--- src/rtl/core/sm3_block_compression_top_assert.svh ---
// assertion macros for the sm3 block compression core
`ifndef SM3_BLOCK_COMPRESSION_TOP_ASSERT_SVH
`define SM3_BLOCK_COMPRESSION_TOP_ASSERT_SVH

// same-cycle implication, sampled on clk, off while rst_n is low
`define SM3BC_ASSERT_NOW(label, ante, cons, msg) \
    label: assert property (@(posedge clk) disable iff (!rst_n) (ante) |-> (cons)) \
        else $error(msg);

// next-cycle implication, sampled on clk, off while rst_n is low
`define SM3BC_ASSERT_NEXT(label, ante, cons, msg) \
    label: assert property (@(posedge clk) disable iff (!rst_n) (ante) |=> (cons)) \
        else $error(msg);

`endif

--- src/rtl/core/sm3bc_pkg.sv ---
package sm3bc_pkg;

    typedef struct packed {
        logic [31:0] msg_word;
        logic        start_message;
    } sm3bc_in_t;

    typedef struct packed {
        logic [31:0] hash_word_0;
        logic [31:0] hash_word_1;
        logic [31:0] hash_word_2;
        logic [31:0] hash_word_3;
        logic [31:0] hash_word_4;
        logic [31:0] hash_word_5;
        logic [31:0] hash_word_6;
        logic [31:0] hash_word_7;
    } sm3bc_out_t;

    typedef enum logic [2:0] {
        ST_IDLE   = 3'b001,
        ST_ROUND  = 3'b010,
        ST_FINISH = 3'b100
    } sm3bc_state_t;

    localparam int unsigned WINDOW_WORDS = 16;
    localparam int unsigned CHAIN_WORDS  = 8;

    localparam logic [3:0] LAST_WORD    = 4'd15;
    localparam logic [5:0] LAST_ROUND   = 6'd63;
    localparam logic [5:0] SWITCH_ROUND = 6'd15;

    localparam logic [31:0] T_LOW  = 32'h79CC4519;
    // high-round constant already rotated by sixteen, its first use
    localparam logic [31:0] T_HIGH_ROT16 = 32'h9D8A7A87;

    localparam logic [31:0] SM3_IV [CHAIN_WORDS] = '{
        32'h7380166F, 32'h4914B2B9, 32'h172442D7, 32'hDA8A0600,
        32'hA96F30BC, 32'h163138AA, 32'hE38DEE4D, 32'hB0FB0E4E
    };

    function automatic logic [31:0] rotl32(input logic [31:0] x, input logic [4:0] n);
        logic [63:0] dbl;
        dbl = {x, x} << n;
        return dbl[63:32];
    endfunction

    function automatic logic [31:0] perm0(input logic [31:0] x);
        return x ^ rotl32(x, 5'd9) ^ rotl32(x, 5'd17);
    endfunction

    function automatic logic [31:0] perm1(input logic [31:0] x);
        return x ^ rotl32(x, 5'd15) ^ rotl32(x, 5'd23);
    endfunction

endpackage

--- src/rtl/core/sm3_block_compression_top.sv ---
// SM3 compression core. Feed padded message data one 32-bit big-endian word per beat on
// msg; a beat with start_message set reloads the initial value and begins a new block.
// Words are taken one per cycle while msg_ready is high, into a sixteen-word sliding
// window. The sixteenth word of a block starts 64 rounds on a single round unit, one round
// per cycle, with message expansion done on the fly in the same window; then the result is
// folded into the chaining value and the eight words are placed on hash. msg_ready is low
// from the sixteenth word until that fold; the fold waits only if the previous hash beat
// has not yet been taken.
module sm3_block_compression_top
    import sm3bc_pkg::*;
(
    input  logic       clk,
    input  logic       rst_n,
    input  logic       msg_valid,
    output logic       msg_ready,
    input  sm3bc_in_t  msg,
    output logic       hash_valid,
    input  logic       hash_ready,
    output sm3bc_out_t hash
);

`include "sm3_block_compression_top_assert.svh"

    sm3bc_state_t state_reg, state_next;
    logic [3:0]   cnt_reg, cnt_next;
    logic [5:0]   round_reg, round_next;
    logic         hash_valid_reg, hash_valid_next;
    logic [31:0]  chain_reg [CHAIN_WORDS];
    logic [31:0]  chain_next [CHAIN_WORDS];
    logic [31:0]  win_reg [WINDOW_WORDS];
    logic [31:0]  win_next [WINDOW_WORDS];
    logic [31:0]  a_reg, b_reg, c_reg, d_reg, e_reg, f_reg, g_reg, h_reg;
    logic [31:0]  a_next, b_next, c_next, d_next, e_next, f_next, g_next, h_next;
    logic [31:0]  tj_reg, tj_next;
    sm3bc_out_t   hash_reg, hash_next;

    logic         msg_fire;
    logic [3:0]   cnt_base;
    logic         shift_en;
    logic [31:0]  shift_word;
    logic         low_round;
    logic [31:0]  a12, ss1, ss2, ff, gg, tt1, tt2, w_new;
    logic [31:0]  fold [CHAIN_WORDS];

    assign msg_ready  = (state_reg == ST_IDLE);
    assign msg_fire   = msg_valid && msg_ready;
    assign hash_valid = hash_valid_reg;
    assign hash       = hash_reg;

    // round unit
    always_comb
    begin
        low_round = (round_reg[5:4] == 2'b00);
        a12 = rotl32(a_reg, 5'd12);
        ss1 = rotl32(a12 + e_reg + tj_reg, 5'd7);
        ss2 = ss1 ^ a12;
        if (low_round)
        begin
            ff = a_reg ^ b_reg ^ c_reg;
            gg = e_reg ^ f_reg ^ g_reg;
        end
        else
        begin
            ff = (a_reg & b_reg) | (a_reg & c_reg) | (b_reg & c_reg);
            gg = (e_reg & f_reg) | (~e_reg & g_reg);
        end
        tt1 = ff + d_reg + ss2 + (win_reg[0] ^ win_reg[4]);
        tt2 = gg + h_reg + ss1 + win_reg[0];
        w_new = perm1(win_reg[0] ^ win_reg[7] ^ rotl32(win_reg[13], 5'd15))
              ^ rotl32(win_reg[3], 5'd7) ^ win_reg[10];
        fold[0] = chain_reg[0] ^ a_reg;
        fold[1] = chain_reg[1] ^ b_reg;
        fold[2] = chain_reg[2] ^ c_reg;
        fold[3] = chain_reg[3] ^ d_reg;
        fold[4] = chain_reg[4] ^ e_reg;
        fold[5] = chain_reg[5] ^ f_reg;
        fold[6] = chain_reg[6] ^ g_reg;
        fold[7] = chain_reg[7] ^ h_reg;
    end

    // sequencer
    always_comb
    begin
        state_next      = state_reg;
        cnt_next        = cnt_reg;
        round_next      = round_reg;
        hash_valid_next = hash_valid_reg;
        chain_next      = chain_reg;
        hash_next       = hash_reg;
        a_next = a_reg; b_next = b_reg; c_next = c_reg; d_next = d_reg;
        e_next = e_reg; f_next = f_reg; g_next = g_reg; h_next = h_reg;
        tj_next    = tj_reg;
        shift_en   = 1'b0;
        shift_word = msg.msg_word;
        cnt_base   = msg.start_message ? 4'd0 : cnt_reg;

        if (hash_valid_reg && hash_ready)
        begin
            hash_valid_next = 1'b0;
        end

        unique case (state_reg)
            ST_IDLE:
            begin
                if (msg_fire)
                begin
                    shift_en = 1'b1;
                    cnt_next = cnt_base + 4'd1;
                    if (msg.start_message)
                    begin
                        chain_next = SM3_IV;
                    end
                    if (cnt_base == LAST_WORD)
                    begin
                        state_next = ST_ROUND;
                        round_next = 6'd0;
                        tj_next    = T_LOW;
                        a_next = chain_reg[0]; b_next = chain_reg[1];
                        c_next = chain_reg[2]; d_next = chain_reg[3];
                        e_next = chain_reg[4]; f_next = chain_reg[5];
                        g_next = chain_reg[6]; h_next = chain_reg[7];
                    end
                end
            end
            ST_ROUND:
            begin
                shift_en   = 1'b1;
                shift_word = w_new;
                d_next = c_reg;
                c_next = rotl32(b_reg, 5'd9);
                b_next = a_reg;
                a_next = tt1;
                h_next = g_reg;
                g_next = rotl32(f_reg, 5'd19);
                f_next = e_reg;
                e_next = perm0(tt2);
                tj_next = (round_reg == SWITCH_ROUND) ? T_HIGH_ROT16 : rotl32(tj_reg, 5'd1);
                round_next = round_reg + 6'd1;
                if (round_reg == LAST_ROUND)
                begin
                    state_next = ST_FINISH;
                end
            end
            ST_FINISH:
            begin
                if (!hash_valid_reg || hash_ready)
                begin
                    chain_next      = fold;
                    hash_valid_next = 1'b1;
                    hash_next       = '{fold[0], fold[1], fold[2], fold[3],
                                        fold[4], fold[5], fold[6], fold[7]};
                    state_next      = ST_IDLE;
                end
            end
            default:
            begin
                state_next = ST_IDLE;
            end
        endcase

        for (int i = 0; i < WINDOW_WORDS - 1; i++)
        begin
            win_next[i] = shift_en ? win_reg[i + 1] : win_reg[i];
        end
        win_next[WINDOW_WORDS - 1] = shift_en ? shift_word : win_reg[WINDOW_WORDS - 1];
    end

    always_ff @(posedge clk or negedge rst_n)
    begin
        if (!rst_n)
        begin
            state_reg      <= ST_IDLE;
            cnt_reg        <= 4'd0;
            round_reg      <= 6'd0;
            hash_valid_reg <= 1'b0;
            chain_reg      <= SM3_IV;
        end
        else
        begin
            state_reg      <= state_next;
            cnt_reg        <= cnt_next;
            round_reg      <= round_next;
            hash_valid_reg <= hash_valid_next;
            chain_reg      <= chain_next;
        end
    end

    // datapath, no reset
    always_ff @(posedge clk)
    begin
        win_reg  <= win_next;
        a_reg    <= a_next;
        b_reg    <= b_next;
        c_reg    <= c_next;
        d_reg    <= d_next;
        e_reg    <= e_next;
        f_reg    <= f_next;
        g_reg    <= g_next;
        h_reg    <= h_next;
        tj_reg   <= tj_next;
        hash_reg <= hash_next;
    end

    `SM3BC_ASSERT_NEXT(a_block_starts_rounds,
        msg_fire && !msg.start_message && cnt_reg == LAST_WORD,
        state_reg == ST_ROUND && round_reg == 6'd0,
        "sixteenth word did not start the rounds")
    `SM3BC_ASSERT_NEXT(a_rounds_end,
        state_reg == ST_ROUND && round_reg == LAST_ROUND,
        state_reg == ST_FINISH,
        "last round did not lead to the fold")
    `SM3BC_ASSERT_NOW(a_hash_from_fold,
        $rose(hash_valid),
        $past(state_reg == ST_FINISH),
        "hash beat raised outside the fold")
    `SM3BC_ASSERT_NEXT(a_fold_waits,
        state_reg == ST_FINISH && hash_valid && !hash_ready,
        state_reg == ST_FINISH,
        "fold overwrote an untaken hash beat")
    `SM3BC_ASSERT_NOW(a_busy_not_ready,
        state_reg != ST_IDLE,
        !msg_ready,
        "message taken while compressing")

endmodule
--- config.mk ---
export PLATFORM = sky130hd
export DESIGN_NAME = sm3_block_compression_top
export DESIGN_NICKNAME = d
export VERILOG_FILES = /design/src/rtl/core/sm3bc_pkg.sv /design/src/rtl/core/sm3_block_compression_top.sv
export VERILOG_INCLUDE_DIRS = /design/src /design/src/rtl/core
export SDC_FILE = /design/constraint.sdc
export NUM_CORES = 2
export LEC_CHECK = 0
export BUFFER_PORTS_ARGS = -buffer_cell sky130_fd_sc_hd__buf_2
export CAP_MARGIN = 20
export CELL_PAD_IN_SITES_DETAIL_PLACEMENT = 1
export CELL_PAD_IN_SITES_GLOBAL_PLACEMENT = 1
export CORE_MARGIN = 1.5
export CORE_UTILIZATION = 45
export CTS_CLUSTER_SIZE = 28
export DETAILED_ROUTE_END_ITERATION = 8
export PLACE_DENSITY_LB_ADDON = 0.1
export SYNTH_ARGS = -nofsm -noshare
export SYNTH_HDL_FRONTEND = slang
export SYNTH_SLANG_ARGS = --single-unit
--- constraint.sdc ---
create_clock -name clk -period 36.5 [get_ports clk]
set_input_delay 7.3 -clock clk [delete_from_list [all_inputs] [get_ports clk]]
set_output_delay 7.3 -clock clk [all_outputs]
set_load 0.02 [all_outputs]
### Yosys cells after proc, flatten, opt, wreduce, memory -nomap -nowiden

Index checks and enable logic that the tools add are counted.

| storage, ports and cells | value |
|---|---|
| input port bits | 37 |
| output and inout bits | 258 |
| logic and storage cells | 158 |
| register bits | 1326 |

| cells by class | value |
|---|---|
| mux-type cells | 49 |
| equal/unequal tests | 11 |
| bitwise operators | 31 |
| add/subtract/negate cells | 10 |
| reduce and logical (&&, ||, !) cells | 12 |

Operator list:

| cell | count |
|---|---|
| 2-to-1 mux 256 bit | 3 |
| 2-to-1 mux 32 bit | 22 |
| XOR 32 bit | 22 |
| case mux 32 bit (2 select lines) | 9 |
| case mux 256 bit (2 select lines) | 1 |
| adder 32 bit | 8 |
| bitwise AND 32 bit | 5 |
| bitwise OR 32 bit | 3 |
| inverter 32 bit | 1 |
| 2-to-1 mux 3 bit | 4 |
| 2-to-1 mux 6 bit | 2 |
| case mux 6 bit (2 select lines) | 1 |
| case mux 3 bit (3 select lines) | 1 |
| AND reduction 4 bit | 2 |
| adder 6 x 1 -> 6 bit, second input constant | 1 |
| == test 6 x 4 -> 1 bit, second input constant | 1 |
| == test 6 bit, second input constant | 1 |
| inequality test 2 x 1 -> 1 bit, second input constant | 3 |
| adder 4 x 1 -> 4 bit, second input constant | 1 |
| == test 4 bit, second input constant | 1 |
| 2-to-1 mux 1 bit | 4 |
| 2-to-1 mux 4 bit | 1 |
| inequality test 2 bit, second input constant | 2 |
| AND reduction 2 bit | 2 |
| other kinds (10) | 12 |

### Depth between registers and ports, before layout

| depth | value |
|---|---|
| word-level depth | 10 |
| gate-level depth with buffers | 31 |

### Least setup slack after synthesis

No wires, ideal clock.

| timing path | value |
|---|---|
| path kind | input -> register |
| start | input msg_valid |
| end | register win_reg[0] (netlist bit), enable pin |
| required time | 32825 ps |
| stages | 2 |
| setup time | 3675 ps |
| path slack | 17072 ps |
| buffers on the path | 0 |
| arrival time | 15753 ps |
| cells stage by stage | nand2_1 nand2_1 |

| on the way | value |
|---|---|
| cells in the longest elaborated chain, start to end | 3 |

RTL lines:

| what | line | source |
|---|---|---|
| from (decl) | sm3_block_compression_top.sv:14 | `input logic msg_valid,` |
| logical AND 1 bit | sm3_block_compression_top.sv:46 | `assign msg_fire = msg_valid && msg_ready;` |
| 2-to-1 mux 1 bit | sm3_block_compression_top.sv:105 | `if (msg_fire)` |
| case mux 1 bit (2 select lines) | sm3_block_compression_top.sv:102 | `unique case (state_reg)` |
| via shift_en | sm3_block_compression_top.sv:39 | `logic shift_en;` |
| to (signal assigned) | sm3_block_compression_top.sv:191 | `win_reg <= win_next;` |
| to (decl) | sm3_block_compression_top.sv:30 | `logic [31:0] win_reg [WINDOW_WORDS];` |

The timed path passes the listed nets, and every way through them passes these cells.
A chain may end at the register's enable or synchronous reset.

### Worst setup path after layout

| timing path | value |
|---|---|
| start | input hash_ready |
| end | register chain_reg[60] (netlist bit) |

| on the way | value |
|---|---|
| cells in the longest elaborated chain, start to end | 3 |

RTL lines:

| what | line | source |
|---|---|---|
| from (decl) | sm3_block_compression_top.sv:18 | `input logic hash_ready,` |
| logical OR 1 bit | sm3_block_compression_top.sv:146 | `if (!hash_valid_reg \|\| hash_ready)` |
| inequality test 2 bit (no line) | -- |  |
| AND reduction 4 bit (no line) | -- |  |
| to (signal assigned) | sm3_block_compression_top.sv:184 | `chain_reg <= chain_next;` |
| to (decl) | sm3_block_compression_top.sv:28 | `logic [31:0] chain_reg [CHAIN_WORDS];` |

No other way between the ends.

==> results_dict.tcl <==
set metrics [dict create \
    rows 137 \
    initial_core_util_pct 45.3 \
    first_pass_iters 5 \
    cts_tree "yes" \
    die_h_um 377 \
    root_buffer "clkbuf_16" \
    fin_crit_ns 10.55 \
    cts_buffer_depth 3 \
    netlist_area_um2 63100 \
    critPathLaunchType "input pin" \
    crit_family "buffers and inverters" \
    yosys.area.top_type "edfxtp_1" \
    finalCritPeriodShare_pct 28.9 \
    p_leak_uw 0.0294 \
    portBuffers 294 \
    grt_overflow_total 0 \
    hold_class "reg -> reg" \
    synth_most_common_cell "edfxtp_1" \
    yosys_warnings 0 \
    ys_seq_area_share_pct 61.2 \
    slowest_stage "buf_4" \
    grt_pass1_wl_um 285000 \
    post-place-ws_ns 25.10 \
    setup_viol_count_final 0 \
    cap_violations 0 \
    antenna_cells 0 \
    criticalPathCategory "in -> reg" \
    avgSynthCellArea_um2 12.0 \
    whs_ns 0.394 \
    fp.dieW_um 377 \
    combPwrFrac_pct 0.3 \
    synth.top_cells.by_count "edfxtp_1 (1056), nand2_1 (893), nor2_1 (573)" \
    fin_tns_setup_ns 0 \
    swShare_pct 20.6 \
    largest_reg_flops 512 \
    fin_nets 5807 \
    wl_per_cell_um 26.3 \
    fin_worst_skew_ns 0.0404 \
    cts_htree_levels 4 \
    worstMarginPinSlew_ns 1.67 \
    drc 0 \
    final_antenna_net_count 0 \
    vias 40900 \
    critPathBufInv 4 \
    postCtsSetupBuffers 0 \
    cp_common_cell "buf_4" \
    cp-end-kind "flop" \
    dpl.cell_count 7216 \
    path_cells "buf_2, nand2b_1, nand3_4, inv_8, buf_4, buf_4, nand2_1, o21ai_0" \
    netlist.area_leader.share_pct 50.3 \
    viasPerCell 5.47 \
    syn_to_final_growth_pct 13.1 \
    synth-seq-cells 1326 \
    yosys.cell_types.count 81 \
    routed_wl_um 197000 \
    outcome "finished, violations left" \
    switchingPower_uw 647 \
    worstSkewPairLatency_ns 0.81 \
    synth.area.top_cells "edfxtp_1 (50%), fa_1 (6.0%), dfrtp_1 (6.0%)" \
    io_pins 295 \
    rsz0062_at_grt "false" \
    globalRouteTotalUtil_pct 27.7 \
    ir_worst_vdd_mv 0.0454 \
    arrival_ns 11.25 \
    place.gp.congestion 0.935 \
    ys.flop_type "edfxtp_1" \
    powerDensity_nw_per_um2 44.0 \
    die_area_um2 142000 \
    p_seq_share_pct 51.4 \
    numCtsBuffers 146 \
    crit_required_ns 37.20 \
    drive_above_1_share_pct 12.9 \
    grt_pass1_vias 41500 \
    fmax_mhz 94.8 \
    synthArstFlopShare_pct 20.4 \
    postLayoutSetupSlackWorst_ns 25.95 \
    dp_hpwl_um 140000 \
    hold_viol_final 0 \
    post_cts_resized 0 \
    antenna_found_initial 3 \
    drv_slew 94 \
    drtIter0Drc 3904 \
    p_clk_share_pct 48.3 \
    slew_headroom_pct -11.0 \
    syn_inst 5237 \
    synthesis.nets 5556 \
    core_area_um2 139000 \
    slowest_delay_ns 0.90 \
    holdBufCountCts 0 \
    fillerInstances 14400 \
    cts.sinks 1326 \
    intPower_uw 2490 \
    grt_max_degree 202 \
    synth-edff-count 1056 \
    path_max_fanout 132 \
    p_total_uw 3140 \
    final_cells 7485 \
    violations "max-slew violations" \
    clk_pin_slew_ns 0.06 \
]
[per-stage QoR]
step	cell area [um2]	utilization (%)
after global placement	66500	47.7
final	71300	51.2
after detailed placement	66500	47.7
after CTS	71300	51.2
after global routing	71300	51.2
after floorplan	63100	-
[area by class of cell]
type	instances	area (um2)	share of cell area, %
Sequential cell	1326	38600	54.1
Multi-Input combinational cell	3486	22900	32.1
Clock buffer	185	3860	5.42
Tap cell	1876	2350	3.29
Timing Repair Buffer	343	1900	2.66
Clock inverter	84	1000	1.40
Inverter	185	709	0.995
[final timing paths]
kind,startpoint,slack [ns],cells past startpoint,end
setup / recovery,hash_ready,25.95,8,chain_reg[60]
min in group asynchronous,rst_n,6.58,1,chain_reg[14]
hold / removal,win_reg[475],0.39,0,win_reg[507]
setup reg to reg,e_reg[1],27.00,28,a_reg[30]
hold reg to reg,win_reg[475],0.39,0,win_reg[507]
max in group asynchronous,rst_n,27.76,3,cnt_reg[0]
[power groups by stage]
stage / Combinational, uW / Clock (uW) / Sequential (uW)
2_1_floorplan: 0.0743 / 0 / 1640
3_3_place_gp: 10.0 / 0 / 1640
3_5_place_dp: 10.1 / 0 / 1640
4_1_cts: 10.1 / 1550 / 1610
5_1_grt: 10.7 / 1600 / 1610
6_report: 9.59 / 1520 / 1610
[cells in the final DEF, fill, tap and decap left out, types with 8 or more instances in the layout]
cell       instances
edfxtp_1        1056
nand2_1          892
nor2_1           572
o21ai_0          401
xor2_1           354
xnor2_1          304
buf_2            293
fa_1             188
inv_1            183
dfrtp_1          150
clkbuf_16        148
a31oi_1          144
a21oi_1          122
dfstp_2          120
ha_1              94
buf_4             45
nor3_1            43
a21o_1            40
clkbuf_1          35
nand3_1           31
clkinv_1          30
o31ai_1           28
nor2b_1           27
o21ai_1           26
a211oi_1          23
mux2i_1           22
clkinv_2          20
bufinv_16         17
o21a_1            15
and3_1            14
mux2_2            13
nand2b_1          11
o21bai_1           9
or3_1              8
[cell families (layout without fill, tap and decap cells)]
logic type,count (synthesis),after routing,share of synthesized area [%]
AO/OA/AOI/OAI,871,871,8.16
XOR/XNOR,665,665,9.36
buffers and inverters,425,797,2.53
AND/OR/NAND/NOR,1633,1633,10.3
multiplexers,35,35,0.581
flip-flops,1326,1326,61.2
adder cells (fa/ha/maj),282,282,7.83
[layer usage]
metal | GRT usage [%] | share of wire [%]
met2 | 43.7 | 47
met1 | 40.4 | 46
met5 | 0 | 0
met3 | 3.71 | 4.8
met4 | 6.93 | 2.2
Note: power is estimated with default switching activity, not from simulation.
